$ cat config.mk
export PLATFORM = sky130hd
export DESIGN_NAME = periodic_task_timer_table_core
export DESIGN_NICKNAME = d
export VERILOG_FILES = /design/src/sv/ptt_pkg.sv /design/src/sv/ptt_alu.sv /design/src/sv/ptt_mem.sv /design/src/sv/periodic_task_timer_table_core.sv
export SDC_FILE = /design/constraint.sdc
export NUM_CORES = 2
export LEC_CHECK = 0
export BUFFER_PORTS_ARGS = -buffer_cell sky130_fd_sc_hd__buf_4
export CAP_MARGIN = 20
export CELL_PAD_IN_SITES_DETAIL_PLACEMENT = 0
export CELL_PAD_IN_SITES_GLOBAL_PLACEMENT = 1
export CORE_ASPECT_RATIO = 1.2
export CORE_MARGIN = 2
export CORE_UTILIZATION = 52
export CTS_CLUSTER_SIZE = 25
export DETAILED_ROUTE_END_ITERATION = 12
export GPL_TIMING_DRIVEN = 0
export HOLD_SLACK_MARGIN = 0.06
export PLACE_DENSITY = 0.74
export SYNTH_ARGS = -nofsm -noshare
export SYNTH_HDL_FRONTEND = slang
export SYNTH_SLANG_ARGS = --single-unit
$ cat constraint.sdc
create_clock -name clk -period 6.6 [get_ports clk]
set_input_delay 0.66 -clock clk [delete_from_list [all_inputs] [get_ports clk]]
set_output_delay 0.66 -clock clk [all_outputs]
set_load 0.01 [all_outputs]
$ cat src/sv/ptt_pkg.sv
// Shared types and codes for the periodic task timer table.
`default_nettype none

package ptt_pkg;

  localparam int ID_W     = 16;
  localparam int PERIOD_W = 20;
  localparam int TIME_W   = 32;
  localparam int KIND_W   = 3;
  localparam int CMD_W    = 2;

  // Most results that one tick may report.
  localparam int MAX_RESULTS = 32;
  localparam int FIRE_CNT_W  = $clog2(MAX_RESULTS + 1);

  localparam logic [CMD_W-1:0] CMD_ONESHOT = 2'd0;
  localparam logic [CMD_W-1:0] CMD_ADD     = 2'd1;
  localparam logic [CMD_W-1:0] CMD_REMOVE  = 2'd2;
  localparam logic [CMD_W-1:0] CMD_TICK    = 2'd3;

  localparam logic [KIND_W-1:0] EV_ONESHOT   = 3'd0;
  localparam logic [KIND_W-1:0] EV_FIRED     = 3'd1;
  localparam logic [KIND_W-1:0] EV_ADDED     = 3'd2;
  localparam logic [KIND_W-1:0] EV_DUPLICATE = 3'd3;
  localparam logic [KIND_W-1:0] EV_REMOVED   = 3'd4;
  localparam logic [KIND_W-1:0] EV_NOTFOUND  = 3'd5;
  localparam logic [KIND_W-1:0] EV_FULL      = 3'd6;

  // One table entry as it sits in the slot memory.
  typedef struct packed {
    logic [ID_W-1:0]     id;
    logic [PERIOD_W-1:0] period;
    logic [TIME_W-1:0]   due;
  } entry_t;

endpackage

`default_nettype wire

$ cat src/sv/ptt_alu.sv
// Shared time unit: saturating due-time adder and due compare.
`default_nettype none

module ptt_alu (
  input  wire logic [ptt_pkg::TIME_W-1:0]   now,
  input  wire logic [ptt_pkg::PERIOD_W-1:0] period,
  input  wire logic [ptt_pkg::TIME_W-1:0]   due,
  output logic      [ptt_pkg::TIME_W-1:0]   due_next,
  output logic                              is_due
);

  logic [ptt_pkg::TIME_W:0] sum;

  always_comb begin
    sum = {1'b0, now} + {{(ptt_pkg::TIME_W + 1 - ptt_pkg::PERIOD_W){1'b0}}, period};
    // A carry out means the sum passed the end of time; hold it at all ones.
    if (sum[ptt_pkg::TIME_W]) begin
      due_next = {ptt_pkg::TIME_W{1'b1}};
    end else begin
      due_next = sum[ptt_pkg::TIME_W-1:0];
    end
    is_due = (due <= now);
  end

endmodule

`default_nettype wire

$ cat src/sv/ptt_mem.sv
// Slot memory: one write port, one registered read port.
`default_nettype none

module ptt_mem #(
  parameter int SLOTS = 32
) (
  input  wire logic                       clk,
  input  wire logic                       we,
  input  wire logic [$clog2(SLOTS)-1:0]   waddr,
  input  wire ptt_pkg::entry_t            wdata,
  input  wire logic                       re,
  input  wire logic [$clog2(SLOTS)-1:0]   raddr,
  output ptt_pkg::entry_t                 rdata
);

  ptt_pkg::entry_t mem [SLOTS];

  always_ff @(posedge clk) begin
    if (we) begin
      mem[waddr] <= wdata;
    end
  end

  always_ff @(posedge clk) begin
    if (re) begin
      rdata <= mem[raddr];
    end
  end

endmodule

`default_nettype wire

$ cat src/sv/periodic_task_timer_table_core.sv
// Top level of the periodic task timer table: command sequencer and slot scan.
`default_nettype none

// Periodic task timer table. A command is taken when start is high and busy is
// low. A one-shot run is answered in the next cycle and leaves busy low, so
// one-shot commands may follow each other every cycle. Add, remove and tick
// walk the whole table through the slot memory, one slot per cycle, and busy
// stays high through the scan and the done state after it; the scan length
// is set by the single read port of the slot memory. Each result is shown on
// task_id_res, event_kind and last for exactly one cycle while result_strobe
// is high, and the receiver cannot hold it off. last marks the final result of
// a command. A tick reports fired tasks in slot order; because the last one is
// only known when the scan ends, each fired result is sent one find later, and
// the final one is sent from the done state. A tick with nothing due gives no
// transfer at all. At most 32 tasks fire on one tick; tasks due beyond that
// stay due for the next tick. Due times saturate at the largest time value.
module periodic_task_timer_table_core #(
  parameter int SLOTS = 32
) (
  input  wire logic                             clk,
  input  wire logic                             rst,
  input  wire logic                             start,
  output logic                                  busy,
  input  wire logic [ptt_pkg::CMD_W-1:0]        command,
  input  wire logic [ptt_pkg::ID_W-1:0]         task_id,
  input  wire logic [ptt_pkg::PERIOD_W-1:0]     interval,
  input  wire logic [ptt_pkg::TIME_W-1:0]       now,
  output logic                                  result_strobe,
  output logic      [ptt_pkg::ID_W-1:0]         task_id_res,
  output logic      [ptt_pkg::KIND_W-1:0]       event_kind,
  output logic                                  last
);

  localparam int IW = $clog2(SLOTS);
  localparam logic [IW-1:0] LAST_IDX = IW'(SLOTS - 1);

  localparam logic [1:0] ST_IDLE = 2'd0;
  localparam logic [1:0] ST_SCAN = 2'd1;
  localparam logic [1:0] ST_DONE = 2'd2;

  logic [1:0] state;

  // Command held for the length of the scan.
  logic [ptt_pkg::CMD_W-1:0]    cmd_q;
  logic [ptt_pkg::ID_W-1:0]     id_q;
  logic [ptt_pkg::PERIOD_W-1:0] interval_q;
  logic [ptt_pkg::TIME_W-1:0]   now_q;

  logic [SLOTS-1:0] slot_valid;

  // Read side of the scan and the evaluate stage registered behind it.
  logic          issue_on;
  logic [IW-1:0] issue_idx;
  logic          eval_vld;
  logic [IW-1:0] eval_idx;

  // Scan findings.
  logic          match_found;
  logic          free_found;
  logic [IW-1:0] free_idx;

  // Tick: held fired result and the count of fired slots.
  logic                              pend_vld;
  logic [ptt_pkg::ID_W-1:0]          pend_id;
  logic [ptt_pkg::FIRE_CNT_W-1:0]    fire_cnt;

  ptt_pkg::entry_t             rd_entry;
  ptt_pkg::entry_t             wr_entry;
  logic                        mem_we;
  logic [IW-1:0]               mem_waddr;
  logic [ptt_pkg::PERIOD_W-1:0] alu_period;
  logic [ptt_pkg::TIME_W-1:0]  alu_due_next;
  logic                        alu_is_due;
  logic                        eval_valid_slot;
  logic                        eval_id_hit;
  logic                        fire;
  logic                        add_commit;

  assign busy = (state != ST_IDLE);

  // In the final cycle of an add the shared unit works on the new interval;
  // during the scan it works on the period of the slot just read.
  assign alu_period = (state == ST_DONE) ? interval_q : rd_entry.period;

  ptt_alu u_alu (
    .now      (now_q),
    .period   (alu_period),
    .due      (rd_entry.due),
    .due_next (alu_due_next),
    .is_due   (alu_is_due)
  );

  assign eval_valid_slot = eval_vld && slot_valid[eval_idx];
  assign eval_id_hit     = eval_valid_slot && (rd_entry.id == id_q);

  // A due slot fires only while the per-tick result budget lasts.
  assign fire = (state == ST_SCAN) && (cmd_q == ptt_pkg::CMD_TICK) && eval_valid_slot
                && alu_is_due && (fire_cnt < ptt_pkg::FIRE_CNT_W'(ptt_pkg::MAX_RESULTS));

  assign add_commit = (state == ST_DONE) && (cmd_q == ptt_pkg::CMD_ADD)
                      && !match_found && free_found;

  always_comb begin
    mem_we    = fire || add_commit;
    mem_waddr = add_commit ? free_idx : eval_idx;
    if (add_commit) begin
      wr_entry.id     = id_q;
      wr_entry.period = interval_q;
    end else begin
      wr_entry.id     = rd_entry.id;
      wr_entry.period = rd_entry.period;
    end
    wr_entry.due = alu_due_next;
  end

  ptt_mem #(
    .SLOTS (SLOTS)
  ) u_mem (
    .clk   (clk),
    .we    (mem_we),
    .waddr (mem_waddr),
    .wdata (wr_entry),
    .re    (issue_on),
    .raddr (issue_idx),
    .rdata (rd_entry)
  );

  always_ff @(posedge clk) begin
    if (rst) begin
      state         <= ST_IDLE;
      slot_valid    <= '0;
      issue_on      <= 1'b0;
      eval_vld      <= 1'b0;
      pend_vld      <= 1'b0;
      result_strobe <= 1'b0;
    end else begin
      result_strobe <= 1'b0;
      eval_vld      <= issue_on;
      eval_idx      <= issue_idx;

      if (issue_on) begin
        if (issue_idx == LAST_IDX) begin
          issue_on <= 1'b0;
        end else begin
          issue_idx <= issue_idx + 1'b1;
        end
      end

      unique case (state)
        ST_IDLE: begin
          if (start) begin
            cmd_q      <= command;
            id_q       <= task_id;
            interval_q <= interval;
            now_q      <= now;
            if (command == ptt_pkg::CMD_ONESHOT) begin
              // A one-shot run never touches the table.
              result_strobe <= 1'b1;
              task_id_res   <= task_id;
              event_kind    <= ptt_pkg::EV_ONESHOT;
              last          <= 1'b1;
            end else begin
              state       <= ST_SCAN;
              issue_on    <= 1'b1;
              issue_idx   <= '0;
              match_found <= 1'b0;
              free_found  <= 1'b0;
              pend_vld    <= 1'b0;
              fire_cnt    <= '0;
            end
          end
        end

        ST_SCAN: begin
          if (eval_vld) begin
            case (cmd_q)
              ptt_pkg::CMD_ADD: begin
                if (eval_id_hit) begin
                  match_found <= 1'b1;
                end
                if (!slot_valid[eval_idx] && !free_found) begin
                  free_found <= 1'b1;
                  free_idx   <= eval_idx;
                end
              end
              ptt_pkg::CMD_REMOVE: begin
                // Ids are unique in the table, so the first hit is the only one.
                if (eval_id_hit && !match_found) begin
                  match_found          <= 1'b1;
                  slot_valid[eval_idx] <= 1'b0;
                end
              end
              ptt_pkg::CMD_TICK: begin
                if (fire) begin
                  // The held result is now known not to be the final one.
                  if (pend_vld) begin
                    result_strobe <= 1'b1;
                    task_id_res   <= pend_id;
                    event_kind    <= ptt_pkg::EV_FIRED;
                    last          <= 1'b0;
                  end
                  pend_vld <= 1'b1;
                  pend_id  <= rd_entry.id;
                  fire_cnt <= fire_cnt + 1'b1;
                end
              end
              default: begin
              end
            endcase
            if (eval_idx == LAST_IDX) begin
              state <= ST_DONE;
            end
          end
        end

        ST_DONE: begin
          state <= ST_IDLE;
          case (cmd_q)
            ptt_pkg::CMD_ADD: begin
              result_strobe <= 1'b1;
              task_id_res   <= id_q;
              last          <= 1'b1;
              if (match_found) begin
                event_kind <= ptt_pkg::EV_DUPLICATE;
              end else if (free_found) begin
                event_kind           <= ptt_pkg::EV_ADDED;
                slot_valid[free_idx] <= 1'b1;
              end else begin
                event_kind <= ptt_pkg::EV_FULL;
              end
            end
            ptt_pkg::CMD_REMOVE: begin
              result_strobe <= 1'b1;
              task_id_res   <= id_q;
              last          <= 1'b1;
              event_kind    <= match_found ? ptt_pkg::EV_REMOVED : ptt_pkg::EV_NOTFOUND;
            end
            ptt_pkg::CMD_TICK: begin
              if (pend_vld) begin
                result_strobe <= 1'b1;
                task_id_res   <= pend_id;
                event_kind    <= ptt_pkg::EV_FIRED;
                last          <= 1'b1;
              end
              pend_vld <= 1'b0;
            end
            default: begin
            end
          endcase
        end

        default: begin
          state <= ST_IDLE;
        end
      endcase
    end
  end

  // The final result of a command always leaves the block free for the next one.
  a_last_idle: assert property (@(posedge clk) disable iff (rst)
    result_strobe && last |-> !busy)
    else $error("final result while still busy");

  // Fired results come only from a tick.
  a_fired_tick: assert property (@(posedge clk) disable iff (rst)
    result_strobe && (event_kind == ptt_pkg::EV_FIRED) |-> (cmd_q == ptt_pkg::CMD_TICK))
    else $error("fired result outside a tick");

  // Any table command other than a one-shot run starts a scan.
  a_scan_start: assert property (@(posedge clk) disable iff (rst)
    start && !busy && (command != ptt_pkg::CMD_ONESHOT) |=> busy)
    else $error("table command did not start a scan");

  // The slot memory is written only by a scan or by an add commit.
  a_write_window: assert property (@(posedge clk) disable iff (rst)
    mem_we |-> (state == ST_SCAN) || (state == ST_DONE))
    else $error("slot memory written while idle");

  // The per-tick result budget is never exceeded.
  a_fire_budget: assert property (@(posedge clk) disable iff (rst)
    (state == ST_SCAN) |-> (fire_cnt <= ptt_pkg::FIRE_CNT_W'(ptt_pkg::MAX_RESULTS)))
    else $error("tick fired too many slots");

endmodule

`default_nettype wire

---- Word level (Yosys, flattened, before mapping) ----
Memory sizes are Yosys's and may differ from the RTL's. A register that Yosys moved wholly into a read port is not among the register bits.
Cells that the tools add are included.
W data, S select, Z words.
storage, ports and cells
  bits in registers ....................... 167
  memory bits (writable) .................. 2176
  input bits .............................. 73
  output and inout bits ................... 22
  memories kept ........................... 1
memory list
  name       depth  bits a word  rd ports  clocked after memory_dff  wr ports  RTL line       RTL
  u_mem.mem  32     68           1         1                         1         ptt_mem.sv:16  ptt_pkg::entry_t mem [SLOTS];
cells by class
  add/sub/neg operators ................... 3
  order comparisons ....................... 6
  eq/ne operators ......................... 30
  multiplexer cells ....................... 92
  bitwise gates (word level) .............. 4
  reduce and logical (&&, ||, !) cells .... 36
operators by type and width
  cell                  number
  $mux W32              7
  $mux W16              6
  $pmux W32 S2          1
  $pmux W16 S3          1
  $mux W1               36
  $mux W36              1
  $add A32 B20 Y33      1
  $and A32 B32 Y32      1
  $le A32 B32 Y1        1
  $not A32 Y32          1
  $or A32 B32 Y32       1
  $pmux W16 S2          1
  $mux W5               6
  $mux W6               5
  $reduce_and A7 Y1     4
  $mux W3               8
  $reduce_and A8 Y1     3
  $mux W20              1
  $ne A2 B2 Y1 const B  9
  $pmux W3 S3           2
  $eq A16 B16 Y1        1
  $ne A2 B1 Y1 const B  7
  $logic_and A1 B1 Y1   13
  $lt A5 B6 Y1 const B  2
  28 further kinds      52

---- Longest topological paths before layout ----
  depth in word-level cells ............... 10
  depth in mapped cells ................... 17
  depth with buffers taken out ............ 13

---- By module ----
A second synthesis with hierarchy kept.
unflattened totals
  cell total of the unflattened synthesis .. 4244
  area, all modules ....................... 94653.3 um^2
modules (own cells, without submodules)
  module                          instances  cells an instance  area each (um^2)  sequential area each (um^2)
  ptt_mem                         1          3286               84557.3           67384.6
  periodic_task_timer_table_core  1          652                7940.1            4634.4
  ptt_alu                         1          306                2155.8            0.0

---- Worst setup path after synthesis ----
No wires, ideal clock.
  kind .................................... register -> register
  from .................................... reg now_q[1] (netlist bit)
  to ...................................... mem u_mem.mem[11][0] (netlist bit), enable pin
  arrival time ............................ 5.142 ns
  required time ........................... 6.105 ns
  setup slack ............................. 0.963 ns
  stages on the path, launching flop included .. 11
  cell sequence ........................... edfxtp_1 -> inv_1 -> ha_1 -> nor2b_1 -> o21a_1 -> o21a_1 -> o21a_1 -> o41a_1 -> o21ai_1 -> a31oi_1 -> nor2_1
between the ends
  cells in the longest elaborated chain, start to end .. 6
ends and longest elaborated chain
  what                               RTL line                               RTL
  start: declaration                 periodic_task_timer_table_core.sv:47   logic [ptt_pkg::TIME_W-1:0] now_q;
  start signal: assignment           periodic_task_timer_table_core.sv:155  now_q <= now;
  $le A32 B32 Y1                     ptt_alu.sv:22                          is_due = (due <= now);
  $logic_and A1 B1 Y1 (2 in series)  periodic_task_timer_table_core.sv:98   && alu_is_due && (fire_cnt < ptt_pkg::FIRE_CNT_W'(ptt_pkg::MAX_RESULTS));
  $logic_or A1 B1 Y1                 periodic_task_timer_table_core.sv:104  mem_we = fire || add_commit;
  $mux W1                            ptt_mem.sv:19                          if (we) begin
  $mux W1 (implied by the code)      ptt_mem.sv:20                          mem[waddr] <= wdata;
  end: declaration                   ptt_mem.sv:16
No other way between the ends.

---- Final worst setup path ----
  from .................................... reg state[0]
  to ...................................... mem u_mem.mem[20][15] (netlist bit) (data pin)
between the ends
  cells in the longest elaborated chain, start to end .. 4
ends and longest elaborated chain
  what                             RTL line                               RTL
  start: declaration               periodic_task_timer_table_core.sv:41   logic [1:0] state;
  start signal: assignment         periodic_task_timer_table_core.sv:130  state <= ST_IDLE;
  start signal: assignment         periodic_task_timer_table_core.sv:163  state <= ST_SCAN;
  start signal: assignment         periodic_task_timer_table_core.sv:211  state <= ST_DONE;
  $eq A2 B2 Y1                     periodic_task_timer_table_core.sv:83   assign alu_period = (state == ST_DONE) ? interval_q : rd_entry.period;
  $mux W20                         periodic_task_timer_table_core.sv:83
  $add A32 B20 Y33                 ptt_alu.sv:15                          sum = {1'b0, now} + {{(ptt_pkg::TIME_W + 1 - ptt_pkg::PERIOD_W){1'b0}}, period};
  $mux W32                         ptt_alu.sv:17                          if (sum[ptt_pkg::TIME_W]) begin
  named net alu_due_next, one bit  periodic_task_timer_table_core.sv:72   logic [ptt_pkg::TIME_W-1:0] alu_due_next;
The timed path passes the listed nets, and every way through them passes these cells.

==> flow_summary.toml <==
[pwr]
p_leak_nw = 34.6
totalPowerFinal_mw = 36.5
cellPowerDensity_mw_per_mm2 = 332
peakVddDrop_v = 0.000302

[placed_design]
portBuffers = 93
dp_hpwl_um = 165000
pre_cts_ws_ns = -0.393
dpl_cell_area_mm2 = 0.102
gp_congestion = 0.837

[timing]
rsz0062_at_grt = "true"
layout_min_cycle_time_ns = 6.61
timing.final.ws_setup_ns = -0.00805
fmax_mhz = 151
setup_viol = 13
clock_skew_ns = 0.0972
holdWs_ns = 0.129
relSlewSlack_pct = 15.4
post-route-period-util_pct = 100
finalHoldViolCount = 0
finalMaxSlewViolations = 0
tightest_slew_ns = 1.27

[status]
outcome = "finished, violations left"
violations = "setup timing"

[floorplan]
initial_utilization_pct = 52.2
row_count = 171
fp.coreArea_mm2 = 0.181
io_pins = 95
dieArea_mm2 = 0.185
dieWidth_um = 393
die_h_um = 470

[yosys]
synthCells = 4132
ys_types = 68
syn_nets = 4268
synth-main-ff-cell = "edfxtp_1"
yosys_warnings = 0
ys_seq_elements = 2411
ys_seq_area_share_pct = 76.4
synth_edf_count = 2373
netlist_area_mm2 = 0.0943
async_reset_ff_share_pct = 0
postSynthAreaPerCell_um2 = 22.8

[cells_and_area]
area_delta_synth_final_pct = 16.6
final_util_pct = 60.8
num-nets-final = 4838
stdcell_area_mm2 = 0.110
drive_gt1_share_pct = 31.5
final_cell_mix = "edfxtp_1, mux4_2, clkbuf_16, clkbuf_1, mux2_2"
final_common_cell = "edfxtp_1"

[setup_path]
slowest_stage = "nand2_1"
endpoint_kind = "flop"
path_delay_family = "buffers and inverters"
critical_path_class = "flop to flop"
crit_chain = "inv_1, ha_1, clkbuf_2, clkdlybuf4s15_2, mux2_2, ha_1, fa_1, a21o_1, a221o_1, a41oi_2, a21oi_1, nor2_1, o21ai_1, nand2_1, buf_2, buf_2, nand2_1"
crit_path_start_kind = "flop"
cp.arrival_ns = 6.96
critical_path_buf_inv_count = 5
required_ns = 6.95
max_stage_delay_ns = 0.69
worstPathMaxFanout = 32

[global_route]
grt_pass1_wl_um = 354000
grt_pass1_vias = 47225
grt_overflow = 0
grt_usage_pct = 27.7
grt_start_max_net_pins = 48
antenna_found_initial = 10

[clock_network]
root_buffer = "clkbuf_16"
cts_setup_buffers = 0
tritoncts = "built"
clkSlewWorstSetupHoldPaths_ns = 0.06
h-tree-depth = 4
cts.sinks = 2411
clk_path_buf_depth = 3
numCtsBuffers = 226
clock_latency_ns = 0.90

[route]
wl_per_cell_um = 34.5
vias_per_cell = 6.45
drc_errors = 0
drtPass1Iterations = 5
routed_wl_um = 252000
antenna_left = 0
vias = 47247
dr.first_iter.drc_count = 6412

[flow_run]
drv_cap = 0

[min_path]
hold_path_class = "input pin to flop"
cells by family (layout without fill, tap and decap cells):
group                    count (synthesis)  in the layout  share of synthesized area, %
flip-flops                            2411           2411                          76.4
multiplexers                           845            845                          18.2
AND/OR/NAND/NOR                        270            270                          1.39
AO/OA/AOI/OAI                          258            258                          1.79
buffers and inverters                  252           1014                          1.09
adder cells (fa/ha/maj)                 63             63                         0.844
XOR/XNOR                                33             33                         0.307
other                                    0              5                             0
flip-flops by register name, indices dropped and copies added (netlist names), 2 cells and up:
| register | cells |
|---|---|
| eval_idx | 5 |
| fire_cnt | 6 |
| cmd_q | 2 |
| u_mem.mem | 2176 |
| interval_q | 20 |
| task_id_res | 16 |
| u_mem.rdata | 68 |
| now_q | 32 |
| id_q | 16 |
| pend_id | 16 |
| issue_idx | 5 |
| free_idx | 5 |
| event_kind | 3 |
| slot_valid | 32 |
| state | 2 |
worst paths after layout:
path                            slack [ns]                 to  depth (start not counted)   startpoint
worst max-delay path                -0.008  u_mem.mem[20][15]                         17     state[0]
worst min-delay path                  0.13      result_strobe                          3        start
worst max register to register      -0.008  u_mem.mem[20][15]                         17     state[0]
worst min register to register        0.45        free_idx[0]                          0  eval_idx[0]
cell type report:
class | count | area, µm²
Antenna cell | 5 | 12.5
Sequential cell | 2411 | 72000
Clock inverter | 138 | 1350
Tap cell | 2422 | 3030
Multi-Input combinational cell | 1469 | 21600
Buffer | 204 | 862
Timing Repair Buffer | 342 | 4860
Clock buffer | 282 | 5990
Fill cell | 12468 | 70700
Inverter | 48 | 180
metal layers:
metal | vias up | wire, µm | track usage [%]
met5 | - | 13 | 0
met4 | 2 | 7590 | 8.33
met3 | 411 | 25600 | 5.45
met2 | 2754 | 121000 | 43.4
met1 | 25337 | 98200 | 39.8
li1 | 18743 | - | -
repair_timing:
item                                    CTS  global route
endpoints found under the setup margin  416           320
hold buffers                             70             0
pin swaps                                 0             0
resized for setup                         3             2
hold endpoints to repair                 74             0
worst min-delay path, stage by stage:
cell	delay, ns
buf_4	0.11
a31oi_1	0.08
a21boi_1	0.12
report_power, final:
| part | total [mW] | internal, mW | switching (mW) |
|---|---|---|---|
| combinational | 5.39 | 2.15 | 3.24 |
| clock | 13.0 | 7.29 | 5.70 |
| sequential | 18.1 | 17.9 | 0.121 |
through the flow:
step           cells  TNS (ns)
2_1_floorplan   4132         0
3_3_place_gp    6647         -
3_5_place_dp    6813   -104.29
4_1_cts         7303         0
5_1_grt         7317    -62.54
6_report        7321   -0.0296
Yosys cell counts (3+ instances only):
master    count  area share [%]
edfxtp_1   2373              76
mux4_2      680              16
mux2_2      131             1.6
clkbuf_1    121            0.48
nor2_1      119            0.47
a21oi_1      80            0.42
ha_1         62            0.82
buf_2        54            0.29
inv_1        47            0.19
dfxtp_1      38            0.81
nand2_1      36            0.14
o21ai_1      33            0.18
mux2i_1      32            0.34
o211ai_1     27            0.22
buf_1        26            0.10
xnor2_1      26            0.24
a21o_1       25            0.20
a31oi_1      18            0.12
nand3_1      17           0.090
nand4_1      16            0.11
o21ai_0      16           0.085
nor3_1       13           0.069
nand2b_1     12           0.080
o21a_1       11           0.088
and3_1        9           0.060
nor2b_1       9           0.060
o211ai_2      7           0.093
xor2_1        7           0.065
nor3b_1       6           0.048
or3_1         6           0.040
a211oi_1      5           0.040
and2_1        5           0.033
nand3b_1      5           0.040
a41oi_1       4           0.037
o22ai_1       4           0.027
o31ai_1       4           0.032
a211o_1       3           0.028
buf_4         3           0.024
or2_2         3           0.020
(Power assumes the default switching activity.)
